## config.mk

```make
export PLATFORM = sky130hd
export DESIGN_NAME = cascade_rate_pid_axis
export DESIGN_NICKNAME = d
export VERILOG_FILES = /design/src/rtl/crp_pkg.sv /design/src/rtl/crp_seq.sv /design/src/rtl/crp_div.sv /design/src/rtl/crp_dpath.sv /design/src/rtl/cascade_rate_pid_axis.sv
export SDC_FILE = /design/constraint.sdc
export NUM_CORES = 2
export LEC_CHECK = 0
export ABC_AREA = 1
export BUFFER_PORTS_ARGS = -buffer_cell sky130_fd_sc_hd__buf_4
export CAP_MARGIN = 20
export CORE_UTILIZATION = 35
export DETAILED_ROUTE_END_ITERATION = 8
export PLACE_DENSITY = 0.61
export SYNTH_ARGS = -nofsm -noshare
export SYNTH_HDL_FRONTEND = slang
export SYNTH_SLANG_ARGS = --single-unit
```

## constraint.sdc

```tcl
create_clock -name clk_i -period 18.5 [get_ports clk_i]
set_input_delay 0.925 -clock clk_i [delete_from_list [all_inputs] [get_ports clk_i]]
set_output_delay 0.925 -clock clk_i [all_outputs]
set_load 0.05 [all_outputs]
```

## src/rtl/crp_pkg.sv

```systemverilog
`default_nettype none

package crp_pkg;

  localparam int unsigned DataW = 32;
  localparam int unsigned GainW = 31;
  localparam int unsigned AlphaW = 17;
  localparam int unsigned StepW = 24;
  localparam int unsigned PcW = 5;
  localparam int unsigned CfgIdxW = 3;

  localparam logic [StepW-1:0] MIN_STEP = 24'd16;

  localparam logic signed [DataW-1:0] DATA_MAX = 32'sh7FFF_FFFF;
  localparam logic signed [DataW-1:0] DATA_MIN = 32'sh8000_0000;

  // Configuration register indexes
  localparam logic [CfgIdxW-1:0] CFG_ATT_GAIN = 3'd0;
  localparam logic [CfgIdxW-1:0] CFG_PROP_GAIN = 3'd1;
  localparam logic [CfgIdxW-1:0] CFG_INTEG_GAIN = 3'd2;
  localparam logic [CfgIdxW-1:0] CFG_DERIV_GAIN = 3'd3;
  localparam logic [CfgIdxW-1:0] CFG_INTEG_LIMIT = 3'd4;
  localparam logic [CfgIdxW-1:0] CFG_FILTER_ALPHA = 3'd5;
  localparam logic [CfgIdxW-1:0] CFG_DRIVE_LIMIT = 3'd6;

  // Program labels
  localparam logic [PcW-1:0] PC_IDLE = 5'd0;
  localparam logic [PcW-1:0] PC_SKIP_D = 5'd22;

  typedef enum logic [3:0] {
    OP_NOP,
    OP_IN,
    OP_MUL,
    OP_SH16,
    OP_SH24,
    OP_ADD,
    OP_SUB,
    OP_CLAMP,
    OP_DIV,
    OP_OUT
  } crp_op_e;

  typedef enum logic [4:0] {
    SRC_ZERO,
    SRC_ATT,
    SRC_RATE,
    SRC_DT,
    SRC_ERR,
    SRC_ISUM,
    SRC_LAST,
    SRC_FS,
    SRC_T0,
    SRC_T1,
    SRC_T2,
    SRC_KATT,
    SRC_KP,
    SRC_KI,
    SRC_KD,
    SRC_ALPHA,
    SRC_ILIM,
    SRC_OLIM
  } crp_src_e;

  typedef enum logic [2:0] {
    DST_NONE,
    DST_ERR,
    DST_ISUM,
    DST_LAST,
    DST_FS,
    DST_T0,
    DST_T1,
    DST_T2
  } crp_dst_e;

  typedef enum logic [1:0] {
    JMP_NONE,
    JMP_SHORT,
    JMP_ALWAYS
  } crp_jmp_e;

  typedef struct packed {
    crp_op_e            op;
    crp_src_e           src_a;
    crp_src_e           src_b;
    crp_dst_e           dst;
    crp_jmp_e           jmp;
    logic [PcW-1:0]     target;
  } crp_ctrl_t;

  typedef struct packed {
    logic stall;
    logic is_short;
  } crp_status_t;

  typedef struct packed {
    logic [GainW-1:0]  att_gain;
    logic [GainW-1:0]  prop_gain;
    logic [GainW-1:0]  integ_gain;
    logic [GainW-1:0]  deriv_gain;
    logic [GainW-1:0]  integ_limit;
    logic [AlphaW-1:0] filter_alpha;
    logic [GainW-1:0]  drive_limit;
  } crp_cfg_t;

  function automatic crp_ctrl_t crp_word(crp_op_e op, crp_src_e a, crp_src_e b,
                                         crp_dst_e dst, crp_jmp_e jmp,
                                         logic [PcW-1:0] target);
    crp_ctrl_t w;
    w.op = op;
    w.src_a = a;
    w.src_b = b;
    w.dst = dst;
    w.jmp = jmp;
    w.target = target;
    return w;
  endfunction

  // Control store: one word per step of the per-item program
  function automatic crp_ctrl_t crp_ucode(logic [PcW-1:0] pc);
    crp_ctrl_t w;
    case (pc)
      5'd0:  w = crp_word(OP_IN, SRC_ZERO, SRC_ZERO, DST_NONE, JMP_NONE, PC_IDLE);
      5'd1:  w = crp_word(OP_MUL, SRC_KATT, SRC_ATT, DST_NONE, JMP_NONE, PC_IDLE);
      5'd2:  w = crp_word(OP_SH16, SRC_ZERO, SRC_ZERO, DST_T0, JMP_NONE, PC_IDLE);
      5'd3:  w = crp_word(OP_SUB, SRC_T0, SRC_RATE, DST_ERR, JMP_NONE, PC_IDLE);
      5'd4:  w = crp_word(OP_MUL, SRC_KP, SRC_ERR, DST_NONE, JMP_NONE, PC_IDLE);
      5'd5:  w = crp_word(OP_SH16, SRC_ZERO, SRC_ZERO, DST_T1, JMP_NONE, PC_IDLE);
      5'd6:  w = crp_word(OP_MUL, SRC_ERR, SRC_DT, DST_NONE, JMP_NONE, PC_IDLE);
      5'd7:  w = crp_word(OP_SH24, SRC_ZERO, SRC_ZERO, DST_T0, JMP_NONE, PC_IDLE);
      5'd8:  w = crp_word(OP_ADD, SRC_ISUM, SRC_T0, DST_ISUM, JMP_NONE, PC_IDLE);
      5'd9:  w = crp_word(OP_CLAMP, SRC_ISUM, SRC_ILIM, DST_ISUM, JMP_NONE, PC_IDLE);
      5'd10: w = crp_word(OP_MUL, SRC_KI, SRC_ISUM, DST_NONE, JMP_NONE, PC_IDLE);
      5'd11: w = crp_word(OP_SH16, SRC_ZERO, SRC_ZERO, DST_T2, JMP_NONE, PC_IDLE);
      5'd12: w = crp_word(OP_ADD, SRC_T1, SRC_T2, DST_T1, JMP_NONE, PC_IDLE);
      5'd13: w = crp_word(OP_SUB, SRC_ERR, SRC_LAST, DST_T0, JMP_SHORT, PC_SKIP_D);
      5'd14: w = crp_word(OP_DIV, SRC_T0, SRC_DT, DST_T0, JMP_NONE, PC_IDLE);
      5'd15: w = crp_word(OP_SUB, SRC_T0, SRC_FS, DST_T0, JMP_NONE, PC_IDLE);
      5'd16: w = crp_word(OP_MUL, SRC_ALPHA, SRC_T0, DST_NONE, JMP_NONE, PC_IDLE);
      5'd17: w = crp_word(OP_SH16, SRC_ZERO, SRC_ZERO, DST_T0, JMP_NONE, PC_IDLE);
      5'd18: w = crp_word(OP_ADD, SRC_FS, SRC_T0, DST_FS, JMP_NONE, PC_IDLE);
      5'd19: w = crp_word(OP_MUL, SRC_KD, SRC_FS, DST_NONE, JMP_NONE, PC_IDLE);
      5'd20: w = crp_word(OP_SH16, SRC_ZERO, SRC_ZERO, DST_T2, JMP_NONE, PC_IDLE);
      5'd21: w = crp_word(OP_ADD, SRC_T1, SRC_T2, DST_T1, JMP_NONE, PC_IDLE);
      5'd22: w = crp_word(OP_ADD, SRC_ERR, SRC_ZERO, DST_LAST, JMP_NONE, PC_IDLE);
      5'd23: w = crp_word(OP_CLAMP, SRC_T1, SRC_OLIM, DST_T1, JMP_NONE, PC_IDLE);
      5'd24: w = crp_word(OP_OUT, SRC_T1, SRC_ZERO, DST_NONE, JMP_ALWAYS, PC_IDLE);
      default: w = crp_word(OP_NOP, SRC_ZERO, SRC_ZERO, DST_NONE, JMP_ALWAYS, PC_IDLE);
    endcase
    return w;
  endfunction

  function automatic logic signed [DataW-1:0] crp_sat_add(logic signed [DataW-1:0] a,
                                                          logic signed [DataW-1:0] b);
    logic signed [DataW:0] s;
    s = {a[DataW-1], a} + {b[DataW-1], b};
    if (s[DataW] != s[DataW-1]) begin
      return s[DataW] ? DATA_MIN : DATA_MAX;
    end
    return s[DataW-1:0];
  endfunction

  function automatic logic signed [DataW-1:0] crp_sat_sub(logic signed [DataW-1:0] a,
                                                          logic signed [DataW-1:0] b);
    logic signed [DataW:0] s;
    s = {a[DataW-1], a} - {b[DataW-1], b};
    if (s[DataW] != s[DataW-1]) begin
      return s[DataW] ? DATA_MIN : DATA_MAX;
    end
    return s[DataW-1:0];
  endfunction

  // Saturate a shifted product back to the data range
  function automatic logic signed [DataW-1:0] crp_sat_wide(logic signed [2*DataW-1:0] v);
    if (v > $signed({{DataW{1'b0}}, DATA_MAX})) begin
      return DATA_MAX;
    end
    if (v < $signed({{DataW{1'b1}}, DATA_MIN})) begin
      return DATA_MIN;
    end
    return v[DataW-1:0];
  endfunction

  // Symmetric clamp against a non-negative limit
  function automatic logic signed [DataW-1:0] crp_clamp(logic signed [DataW-1:0] a,
                                                        logic signed [DataW-1:0] lim);
    logic signed [DataW-1:0] nlim;
    nlim = -lim;
    if (a > lim) begin
      return lim;
    end
    if (a < nlim) begin
      return nlim;
    end
    return a;
  endfunction

endpackage

`default_nettype wire

```

## src/rtl/crp_seq.sv

```systemverilog
`default_nettype none

module crp_seq (
  input  wire                       clk_i,
  input  wire                       rst_ni,
  input  wire crp_pkg::crp_status_t status_i,
  output crp_pkg::crp_ctrl_t        ctrl_o
);

  logic [crp_pkg::PcW-1:0] pc_q, pc_d;
  crp_pkg::crp_ctrl_t      word;

  // Fetch the control word for the current step
  always_comb begin
    word = crp_pkg::crp_ucode(pc_q);
  end

  assign ctrl_o = word;

  // Hold on stall, take a jump when its condition holds, else advance
  always_comb begin
    pc_d = pc_q + 5'd1;
    if (status_i.stall) begin
      pc_d = pc_q;
    end else if (word.jmp == crp_pkg::JMP_ALWAYS) begin
      pc_d = word.target;
    end else if (word.jmp == crp_pkg::JMP_SHORT && status_i.is_short) begin
      pc_d = word.target;
    end
  end

  always_ff @(posedge clk_i or negedge rst_ni) begin
    if (!rst_ni) begin
      pc_q <= crp_pkg::PC_IDLE;
    end else begin
      pc_q <= pc_d;
    end
  end

endmodule

`default_nettype wire

```

## src/rtl/crp_div.sv

```systemverilog
`default_nettype none

module crp_div (
  input  wire                                    clk_i,
  input  wire                                    rst_ni,
  input  wire                                    start_i,
  input  wire logic signed [crp_pkg::DataW-1:0]  diff_i,
  input  wire logic [crp_pkg::StepW-1:0]         dt_i,
  output logic                                   done_o,
  output logic signed [crp_pkg::DataW-1:0]       slope_o
);

  logic                            busy_q, busy_d;
  logic                            done_q, done_d;
  logic [3:0]                      cnt_q, cnt_d;
  logic [crp_pkg::StepW-1:0]       rem_q, rem_d;
  logic [crp_pkg::DataW-1:0]       quo_q, quo_d;
  logic                            neg_q, neg_d;
  logic                            ovf_q, ovf_d;
  logic [crp_pkg::DataW-1:0]       mag;
  logic [crp_pkg::StepW-1:0]       r_it;
  logic [crp_pkg::DataW-1:0]       q_it;
  logic [crp_pkg::StepW:0]         trial;

  assign mag = diff_i[crp_pkg::DataW-1] ? (~diff_i + 32'd1) : diff_i;

  // Two restoring quotient bits per cycle
  always_comb begin
    r_it = rem_q;
    q_it = quo_q;
    trial = '0;
    for (int k = 0; k < 2; k++) begin
      trial = {r_it, q_it[crp_pkg::DataW-1]};
      q_it = {q_it[crp_pkg::DataW-2:0], 1'b0};
      if (trial >= {1'b0, dt_i}) begin
        // trial is below twice the divisor, so the low bits hold the difference
        r_it = trial[crp_pkg::StepW-1:0] - dt_i;
        q_it[0] = 1'b1;
      end else begin
        r_it = trial[crp_pkg::StepW-1:0];
      end
    end
  end

  // Load on start: upper dividend word seeds the remainder; then iterate while busy
  always_comb begin
    busy_d = busy_q;
    done_d = 1'b0;
    cnt_d = cnt_q;
    rem_d = rem_q;
    quo_d = quo_q;
    neg_d = neg_q;
    ovf_d = ovf_q;
    if (start_i && !busy_q) begin
      busy_d = 1'b1;
      cnt_d = '0;
      neg_d = diff_i[crp_pkg::DataW-1];
      rem_d = mag[crp_pkg::DataW-1:8];
      quo_d = {mag[7:0], 24'd0};
      ovf_d = (mag[crp_pkg::DataW-1:8] >= dt_i);
    end else if (busy_q) begin
      rem_d = r_it;
      quo_d = q_it;
      cnt_d = cnt_q + 4'd1;
      if (cnt_q == 4'd15) begin
        busy_d = 1'b0;
        done_d = 1'b1;
      end
    end
  end

  always_ff @(posedge clk_i or negedge rst_ni) begin
    if (!rst_ni) begin
      busy_q <= 1'b0;
      done_q <= 1'b0;
      cnt_q <= '0;
    end else begin
      busy_q <= busy_d;
      done_q <= done_d;
      cnt_q <= cnt_d;
    end
  end

  always_ff @(posedge clk_i) begin
    rem_q <= rem_d;
    quo_q <= quo_d;
    neg_q <= neg_d;
    ovf_q <= ovf_d;
  end

  // Apply the sign and saturate the quotient
  always_comb begin
    if (neg_q) begin
      if (ovf_q || quo_q > 32'h8000_0000) begin
        slope_o = crp_pkg::DATA_MIN;
      end else begin
        slope_o = $signed(32'd0 - quo_q);
      end
    end else begin
      if (ovf_q || quo_q[crp_pkg::DataW-1]) begin
        slope_o = crp_pkg::DATA_MAX;
      end else begin
        slope_o = $signed(quo_q);
      end
    end
  end

  assign done_o = done_q;

endmodule

`default_nettype wire

```

## src/rtl/crp_dpath.sv

```systemverilog
`default_nettype none

module crp_dpath (
  input  wire                               clk_i,
  input  wire                               rst_ni,
  input  wire crp_pkg::crp_ctrl_t           ctrl_i,
  input  wire crp_pkg::crp_cfg_t            cfg_i,
  output crp_pkg::crp_status_t              status_o,
  input  wire                               in_valid_i,
  output logic                              in_ready_o,
  input  wire logic [87:0]                  in_data_i,
  output logic                              out_valid_o,
  input  wire                               out_ready_i,
  output logic [crp_pkg::DataW-1:0]         out_data_o
);

  logic signed [crp_pkg::DataW-1:0]   att_q, rate_q;
  logic [crp_pkg::StepW-1:0]          dt_q;
  logic signed [crp_pkg::DataW-1:0]   err_q, isum_q, last_q, fs_q;
  logic signed [crp_pkg::DataW-1:0]   t0_q, t1_q, t2_q;
  logic signed [2*crp_pkg::DataW-1:0] prod_q;
  logic                               out_valid_q;
  logic [crp_pkg::DataW-1:0]          out_q;
  logic signed [crp_pkg::DataW-1:0]   a_val, b_val, res;
  logic                               wr_en, stall, in_beat, out_load, slot_free;
  logic                               div_done;
  logic signed [crp_pkg::DataW-1:0]   div_slope;

  function automatic logic signed [crp_pkg::DataW-1:0] pick(crp_pkg::crp_src_e s,
      logic signed [crp_pkg::DataW-1:0] att, logic signed [crp_pkg::DataW-1:0] rate,
      logic [crp_pkg::StepW-1:0] dt, logic signed [crp_pkg::DataW-1:0] err,
      logic signed [crp_pkg::DataW-1:0] isum, logic signed [crp_pkg::DataW-1:0] last,
      logic signed [crp_pkg::DataW-1:0] fs, logic signed [crp_pkg::DataW-1:0] t0,
      logic signed [crp_pkg::DataW-1:0] t1, logic signed [crp_pkg::DataW-1:0] t2,
      crp_pkg::crp_cfg_t cfg);
    case (s)
      crp_pkg::SRC_ZERO:  return '0;
      crp_pkg::SRC_ATT:   return att;
      crp_pkg::SRC_RATE:  return rate;
      crp_pkg::SRC_DT:    return $signed({8'd0, dt});
      crp_pkg::SRC_ERR:   return err;
      crp_pkg::SRC_ISUM:  return isum;
      crp_pkg::SRC_LAST:  return last;
      crp_pkg::SRC_FS:    return fs;
      crp_pkg::SRC_T0:    return t0;
      crp_pkg::SRC_T1:    return t1;
      crp_pkg::SRC_T2:    return t2;
      crp_pkg::SRC_KATT:  return $signed({1'b0, cfg.att_gain});
      crp_pkg::SRC_KP:    return $signed({1'b0, cfg.prop_gain});
      crp_pkg::SRC_KI:    return $signed({1'b0, cfg.integ_gain});
      crp_pkg::SRC_KD:    return $signed({1'b0, cfg.deriv_gain});
      crp_pkg::SRC_ALPHA: return $signed({15'd0, cfg.filter_alpha});
      crp_pkg::SRC_ILIM:  return $signed({1'b0, cfg.integ_limit});
      crp_pkg::SRC_OLIM:  return $signed({1'b0, cfg.drive_limit});
      default:            return '0;
    endcase
  endfunction

  // Select the operands named by the control word
  always_comb begin
    a_val = pick(ctrl_i.src_a, att_q, rate_q, dt_q, err_q, isum_q, last_q, fs_q,
                 t0_q, t1_q, t2_q, cfg_i);
    b_val = pick(ctrl_i.src_b, att_q, rate_q, dt_q, err_q, isum_q, last_q, fs_q,
                 t0_q, t1_q, t2_q, cfg_i);
  end

  crp_div u_div (
    .clk_i   (clk_i),
    .rst_ni  (rst_ni),
    .start_i (ctrl_i.op == crp_pkg::OP_DIV && !div_done),
    .diff_i  (a_val),
    .dt_i    (dt_q),
    .done_o  (div_done),
    .slope_o (div_slope)
  );

  // Compute the step result
  always_comb begin
    case (ctrl_i.op)
      crp_pkg::OP_SH16:  res = crp_pkg::crp_sat_wide(prod_q >>> 16);
      crp_pkg::OP_SH24:  res = crp_pkg::crp_sat_wide(prod_q >>> 24);
      crp_pkg::OP_ADD:   res = crp_pkg::crp_sat_add(a_val, b_val);
      crp_pkg::OP_SUB:   res = crp_pkg::crp_sat_sub(a_val, b_val);
      crp_pkg::OP_CLAMP: res = crp_pkg::crp_clamp(a_val, b_val);
      crp_pkg::OP_DIV:   res = div_slope;
      default:           res = '0;
    endcase
  end

  // Stall on a missing input beat, a busy divider or a full output slot
  assign slot_free = !out_valid_q || out_ready_i;
  assign in_ready_o = (ctrl_i.op == crp_pkg::OP_IN);
  assign in_beat = in_ready_o && in_valid_i;
  assign out_load = (ctrl_i.op == crp_pkg::OP_OUT) && slot_free;

  always_comb begin
    case (ctrl_i.op)
      crp_pkg::OP_IN:  stall = !in_valid_i;
      crp_pkg::OP_DIV: stall = !div_done;
      crp_pkg::OP_OUT: stall = !slot_free;
      default:         stall = 1'b0;
    endcase
  end

  assign wr_en = !stall && (ctrl_i.dst != crp_pkg::DST_NONE) &&
                 (ctrl_i.op inside {crp_pkg::OP_SH16, crp_pkg::OP_SH24, crp_pkg::OP_ADD,
                                    crp_pkg::OP_SUB, crp_pkg::OP_CLAMP, crp_pkg::OP_DIV});

  assign status_o.stall = stall;
  assign status_o.is_short = (dt_q <= crp_pkg::MIN_STEP);

  // Latch the input beat and the working registers
  always_ff @(posedge clk_i) begin
    if (in_beat) begin
      att_q <= $signed(in_data_i[31:0]);
      rate_q <= $signed(in_data_i[63:32]);
      dt_q <= in_data_i[87:64];
    end
    if (ctrl_i.op == crp_pkg::OP_MUL) begin
      prod_q <= a_val * b_val;
    end
    if (wr_en && ctrl_i.dst == crp_pkg::DST_ERR) begin
      err_q <= res;
    end
    if (wr_en && ctrl_i.dst == crp_pkg::DST_T0) begin
      t0_q <= res;
    end
    if (wr_en && ctrl_i.dst == crp_pkg::DST_T1) begin
      t1_q <= res;
    end
    if (wr_en && ctrl_i.dst == crp_pkg::DST_T2) begin
      t2_q <= res;
    end
    if (out_load) begin
      out_q <= a_val;
    end
  end

  // Controller state survives between items
  always_ff @(posedge clk_i or negedge rst_ni) begin
    if (!rst_ni) begin
      isum_q <= '0;
      last_q <= '0;
      fs_q <= '0;
      out_valid_q <= 1'b0;
    end else begin
      if (wr_en && ctrl_i.dst == crp_pkg::DST_ISUM) begin
        isum_q <= res;
      end
      if (wr_en && ctrl_i.dst == crp_pkg::DST_LAST) begin
        last_q <= res;
      end
      if (wr_en && ctrl_i.dst == crp_pkg::DST_FS) begin
        fs_q <= res;
      end
      if (out_load) begin
        out_valid_q <= 1'b1;
      end else if (out_ready_i) begin
        out_valid_q <= 1'b0;
      end
    end
  end

  assign out_valid_o = out_valid_q;
  assign out_data_o = out_q;

endmodule

`default_nettype wire

```

## src/rtl/cascade_rate_pid_axis.sv

```systemverilog
// One axis of a cascade attitude/rate controller in signed Q16.16.
// Input stream: one beat per control step carries the attitude error, the
// measured body rate and the step time (2^-24 s units). Output stream: one
// beat per input beat carries the clamped drive value.
// Configuration: a separate write channel (index, data); it is always ready
// and should only be written while no beat is in flight.
// Structure: a microcoded sequencer runs a 25-step program over one
// shared 32x32 multiplier and a 2-bit-per-cycle divider. When the step time
// is 16 or less, the derivative steps are skipped. The divider loads its
// operands, then runs 16 two-bit steps. One item is worked on at a time;
// the next input beat can be taken from the cycle after the result enters
// the output register.
// Reset: gains clear to zero, limits to full scale, alpha to one, and the
// integral, last error and filtered slope to zero; the output is empty.
// Stall: a result held by the receiver stays in the output register; a new
// item is still accepted and computed, then waits at the output step.
`default_nettype none

module cascade_rate_pid_axis (
  input  wire                              clk_i,
  input  wire                              rst_ni,
  // tdata: attitude_error[31:0], body_rate[63:32], step_time[87:64]
  input  wire                              s_axis_tvalid,
  output logic                             s_axis_tready,
  input  wire logic [87:0]                 s_axis_tdata,
  // tdata: drive[31:0]
  output logic                             m_axis_tvalid,
  input  wire                              m_axis_tready,
  output logic [31:0]                      m_axis_tdata,
  input  wire                              cfg_valid_i,
  output logic                             cfg_ready_o,
  input  wire logic [crp_pkg::CfgIdxW-1:0] cfg_index_i,
  input  wire logic [crp_pkg::GainW-1:0]   cfg_data_i
);

  crp_pkg::crp_cfg_t    cfg_q;
  crp_pkg::crp_ctrl_t   ctrl;
  crp_pkg::crp_status_t status;

  assign cfg_ready_o = 1'b1;

  // Write one register per beat; drop unknown indexes
  always_ff @(posedge clk_i or negedge rst_ni) begin
    if (!rst_ni) begin
      cfg_q.att_gain <= '0;
      cfg_q.prop_gain <= '0;
      cfg_q.integ_gain <= '0;
      cfg_q.deriv_gain <= '0;
      cfg_q.integ_limit <= 31'h7FFF_FFFF;
      cfg_q.filter_alpha <= 17'h1_0000;
      cfg_q.drive_limit <= 31'h7FFF_FFFF;
    end else if (cfg_valid_i) begin
      case (cfg_index_i)
        crp_pkg::CFG_ATT_GAIN:     cfg_q.att_gain <= cfg_data_i;
        crp_pkg::CFG_PROP_GAIN:    cfg_q.prop_gain <= cfg_data_i;
        crp_pkg::CFG_INTEG_GAIN:   cfg_q.integ_gain <= cfg_data_i;
        crp_pkg::CFG_DERIV_GAIN:   cfg_q.deriv_gain <= cfg_data_i;
        crp_pkg::CFG_INTEG_LIMIT:  cfg_q.integ_limit <= cfg_data_i;
        crp_pkg::CFG_FILTER_ALPHA: cfg_q.filter_alpha <= cfg_data_i[crp_pkg::AlphaW-1:0];
        crp_pkg::CFG_DRIVE_LIMIT:  cfg_q.drive_limit <= cfg_data_i;
        default: ;
      endcase
    end
  end

  crp_seq u_seq (
    .clk_i    (clk_i),
    .rst_ni   (rst_ni),
    .status_i (status),
    .ctrl_o   (ctrl)
  );

  crp_dpath u_dpath (
    .clk_i       (clk_i),
    .rst_ni      (rst_ni),
    .ctrl_i      (ctrl),
    .cfg_i       (cfg_q),
    .status_o    (status),
    .in_valid_i  (s_axis_tvalid),
    .in_ready_o  (s_axis_tready),
    .in_data_i   (s_axis_tdata),
    .out_valid_o (m_axis_tvalid),
    .out_ready_i (m_axis_tready),
    .out_data_o  (m_axis_tdata)
  );

endmodule

`default_nettype wire

```

==> metrics.cfg <==
[run_status]
status = completed

[synthesis]
async_flop_share = 0.468
synthSimpleGateAreaFrac = 0.228
synthXorXnorAreaFrac = 0.0199
synth_flop_cell = edfxtp_1
syn_inst = 10298
yosys-top-cells-area = fa_1 27%, nand2_1 13%, edfxtp_1 12%
synthMuxAreaShare = 0
synth_edf_count = 330
yosys_warnings = 0
synth.largest_area_cell = fa_1
synth_top_area_frac = 0.271
yosys.area_share.adder = 0.328
ys_ff_latch = 665
syn-cell-area_mm2 = 0.0802
syn_nets = 11873
seq_area_frac_synth = 0.228
synth_top_family_by_area = adder cells
ys_types = 73
synth_compound_area_frac = 0.0842
syn_area_per_cell_um2 = 7.79

[critical_path]
critical-path-max-stage-delay_ps = 970
arrival_ps = 13630
ff2ff_setup_slack_ps = 5360
cp_slowest_cell = fa_1
critPathMaxFanout = 34
r2r-start = u_seq.pc_q[2]$_DFFE_PN0N_
end_kind = flop
worstSetupStartpoint = u_seq.pc_q[2]$_DFFE_PN0N_
critPathKind = reg2reg
cp-endpoint = u_dpath.prod_q[60]$_DFFE_PN_
worstSetupStartpointType = flop
reg2reg_depth = 36
cp_data_required_time_ps = 19000
crit_top_cell = fa_1
reg2reg_to = u_dpath.prod_q[60]$_DFFE_PN_

[floorplanning]
ios = 162
initial_core_util = 0.353
fp.dieH_um = 481
dieArea_mm2 = 0.231
rows = 175
coreArea_mm2 = 0.227
die_w_um = 481

[timing]
slew_viol_final = 0
post-route-period-util = 0.710
rsz0062_at_grt = false
max_freq_mhz = 76.1
worst_pin_slew_ps = 1290
finClkSkew_ps = 97.6
tns_ps = 0
finalHoldViolCount = 0
finalCriticalPeriod_ps = 13140
slew-limit-headroom = 0.133
finalSetupViolations = 0

[final_layout]
nNetsFinal = 11892
final_layout_size_suffix_gt1_frac = 0.0749
multiInputGateArea_mm2 = 0.0532
syn_to_final_growth_pct = 10.0
final_cell_mix = 2688 x nand2_1, 1842 x inv_1, 1086 x fa_1
largestRegisters = cfg_q (203), u_dpath.prod_q (48)
top_register = cfg_q
fill_cells = 23538
postLayoutCoreUtil = 0.388
regArea_mm2 = 0.0183
layout_commonest_cell = nand2_1
largest_reg_flops = 203

[clock_tree]
cts_resized = 0
cts_root_buf = clkbuf_16
clock_tree.buffer_depth = 3
cts_made_buffers = 85
cts.sinks = 665
clock_latency_ps = 770
ctsHoldBuffers = 0
cts_setup_buffers = 0
clkTransAtPathRegs_ps = 60
cts.htree.levels = 3
tritoncts = done

[global_route]
grt_pass1_vias = 74008
grt_pass1_wl_um = 552000
grt_max_degree = 130
grt-ovfl-total = 0
antenna_found_initial = 31
grtUsageTotal = 0.338

[routing]
routedWlPerCell_um = 29.2
vias_per_cell = 5.58
routed_wl_um = 392000
detail_route.first_pass.iterations = 7
num_vias = 74762
first_iter_violations = 10131
drc = 0
ant_nets = 0

[run]
cap_violations = 0

[min_path]
hp-class = in2async

[placement]
gp_congestion = 1.08
hpwl_um = 298000
io_buffers = 160

-- worst min-delay path by stage --
stage                                         startpoint                             end  slack, ps
after global routing                    s_axis_tdata[49]    u_dpath.rate_q[17]$_DFFE_PP_        310
after global placement    u_dpath.isum_q[15]$_DFFE_PN0P_  u_dpath.isum_q[15]$_DFFE_PN0P_        460
after CTS                               s_axis_tdata[38]     u_dpath.rate_q[6]$_DFFE_PP_        290
after floorplan             u_dpath.fs_q[27]$_DFFE_PN0P_    u_dpath.fs_q[27]$_DFFE_PN0P_        450
after detailed placement   u_dpath.last_q[9]$_DFFE_PN0P_   u_dpath.last_q[9]$_DFFE_PN0P_        470
final                                             rst_ni          cfg_q[190]$_DFFE_PN0P_        310
-- cells in the mapped netlist, drive strengths merged (8+ instances only) --
master	instances
fa	1086
a22oi	24
o21ai	580
a211oi	18
and2	25
a21boi	9
nand4	85
nand3	468
nand3b	13
buf	119
a21o	8
a31oi	32
a21oi	348
inv	1884
nand2	2721
o22ai	16
clkbuf	309
ha	362
dfrtp	248
nor4	29
clkinv	29
o2111ai	12
dfstp	63
o21a	42
xor2	127
a311oi	13
o21bai	8
o211ai	40
o221ai	8
xnor2	54
nor2	1030
a22o	9
a221oi	13
edfxtp	330
nor3	76
dfxtp	24
-- through the flow --
step                      instance area [um^2]  worst slack (ps)  hold WS, ps  std cells
after floorplan                          80200              8800          449      10298
after global placement                   85100              5580          464      13233
after detailed placement                 85100              5580          466      13235
after CTS                                88100              5520          291      13394
after global routing                     88200              4580          313      13399
final                                    88200              5360          306      13409
-- critical path: cells and delay by family, from the launching register on --
kind	cells	cell delay, ps
flip-flops	1	830
buffers and inverters	11	2290
adder cells (fa/ha/maj)	10	5340
AND/OR/NAND/NOR	8	1530
AO/OA/AOI/OAI	7	2780
-- routing by layer --
metal	GRT usage	share of wire
met1	0.472	0.42
met2	0.493	0.42
met3	0.0867	0.11
met4	0.140	0.048
met5	0	0.00034
-- logic make-up (layout without fill, tap and decap cells) --
family,after synthesis,after routing
simple gates,4461,4461
buf+inv,2341,2432
fa+ha+maj,1448,1448
compound gates,1201,1201
flops,665,665
xor+xnor,181,181
other cells,1,12
-- layout make-up --
type / count / share of cell area
Multi-Input combinational cell: 7292 / 0.603
Inverter: 1913 / 0.0814
Sequential cell: 665 / 0.207
Timing Repair Buffer: 360 / 0.0312
Clock buffer: 106 / 0.0267
Clock inverter: 53 / 0.00749
Antenna cell: 11 / 0.000312
Tap cell: 3009 / 0.0427
Power is left out: the tool's default activity adds up to more than one toggle a clock period on the data nets, which glitch-free logic cannot reach.
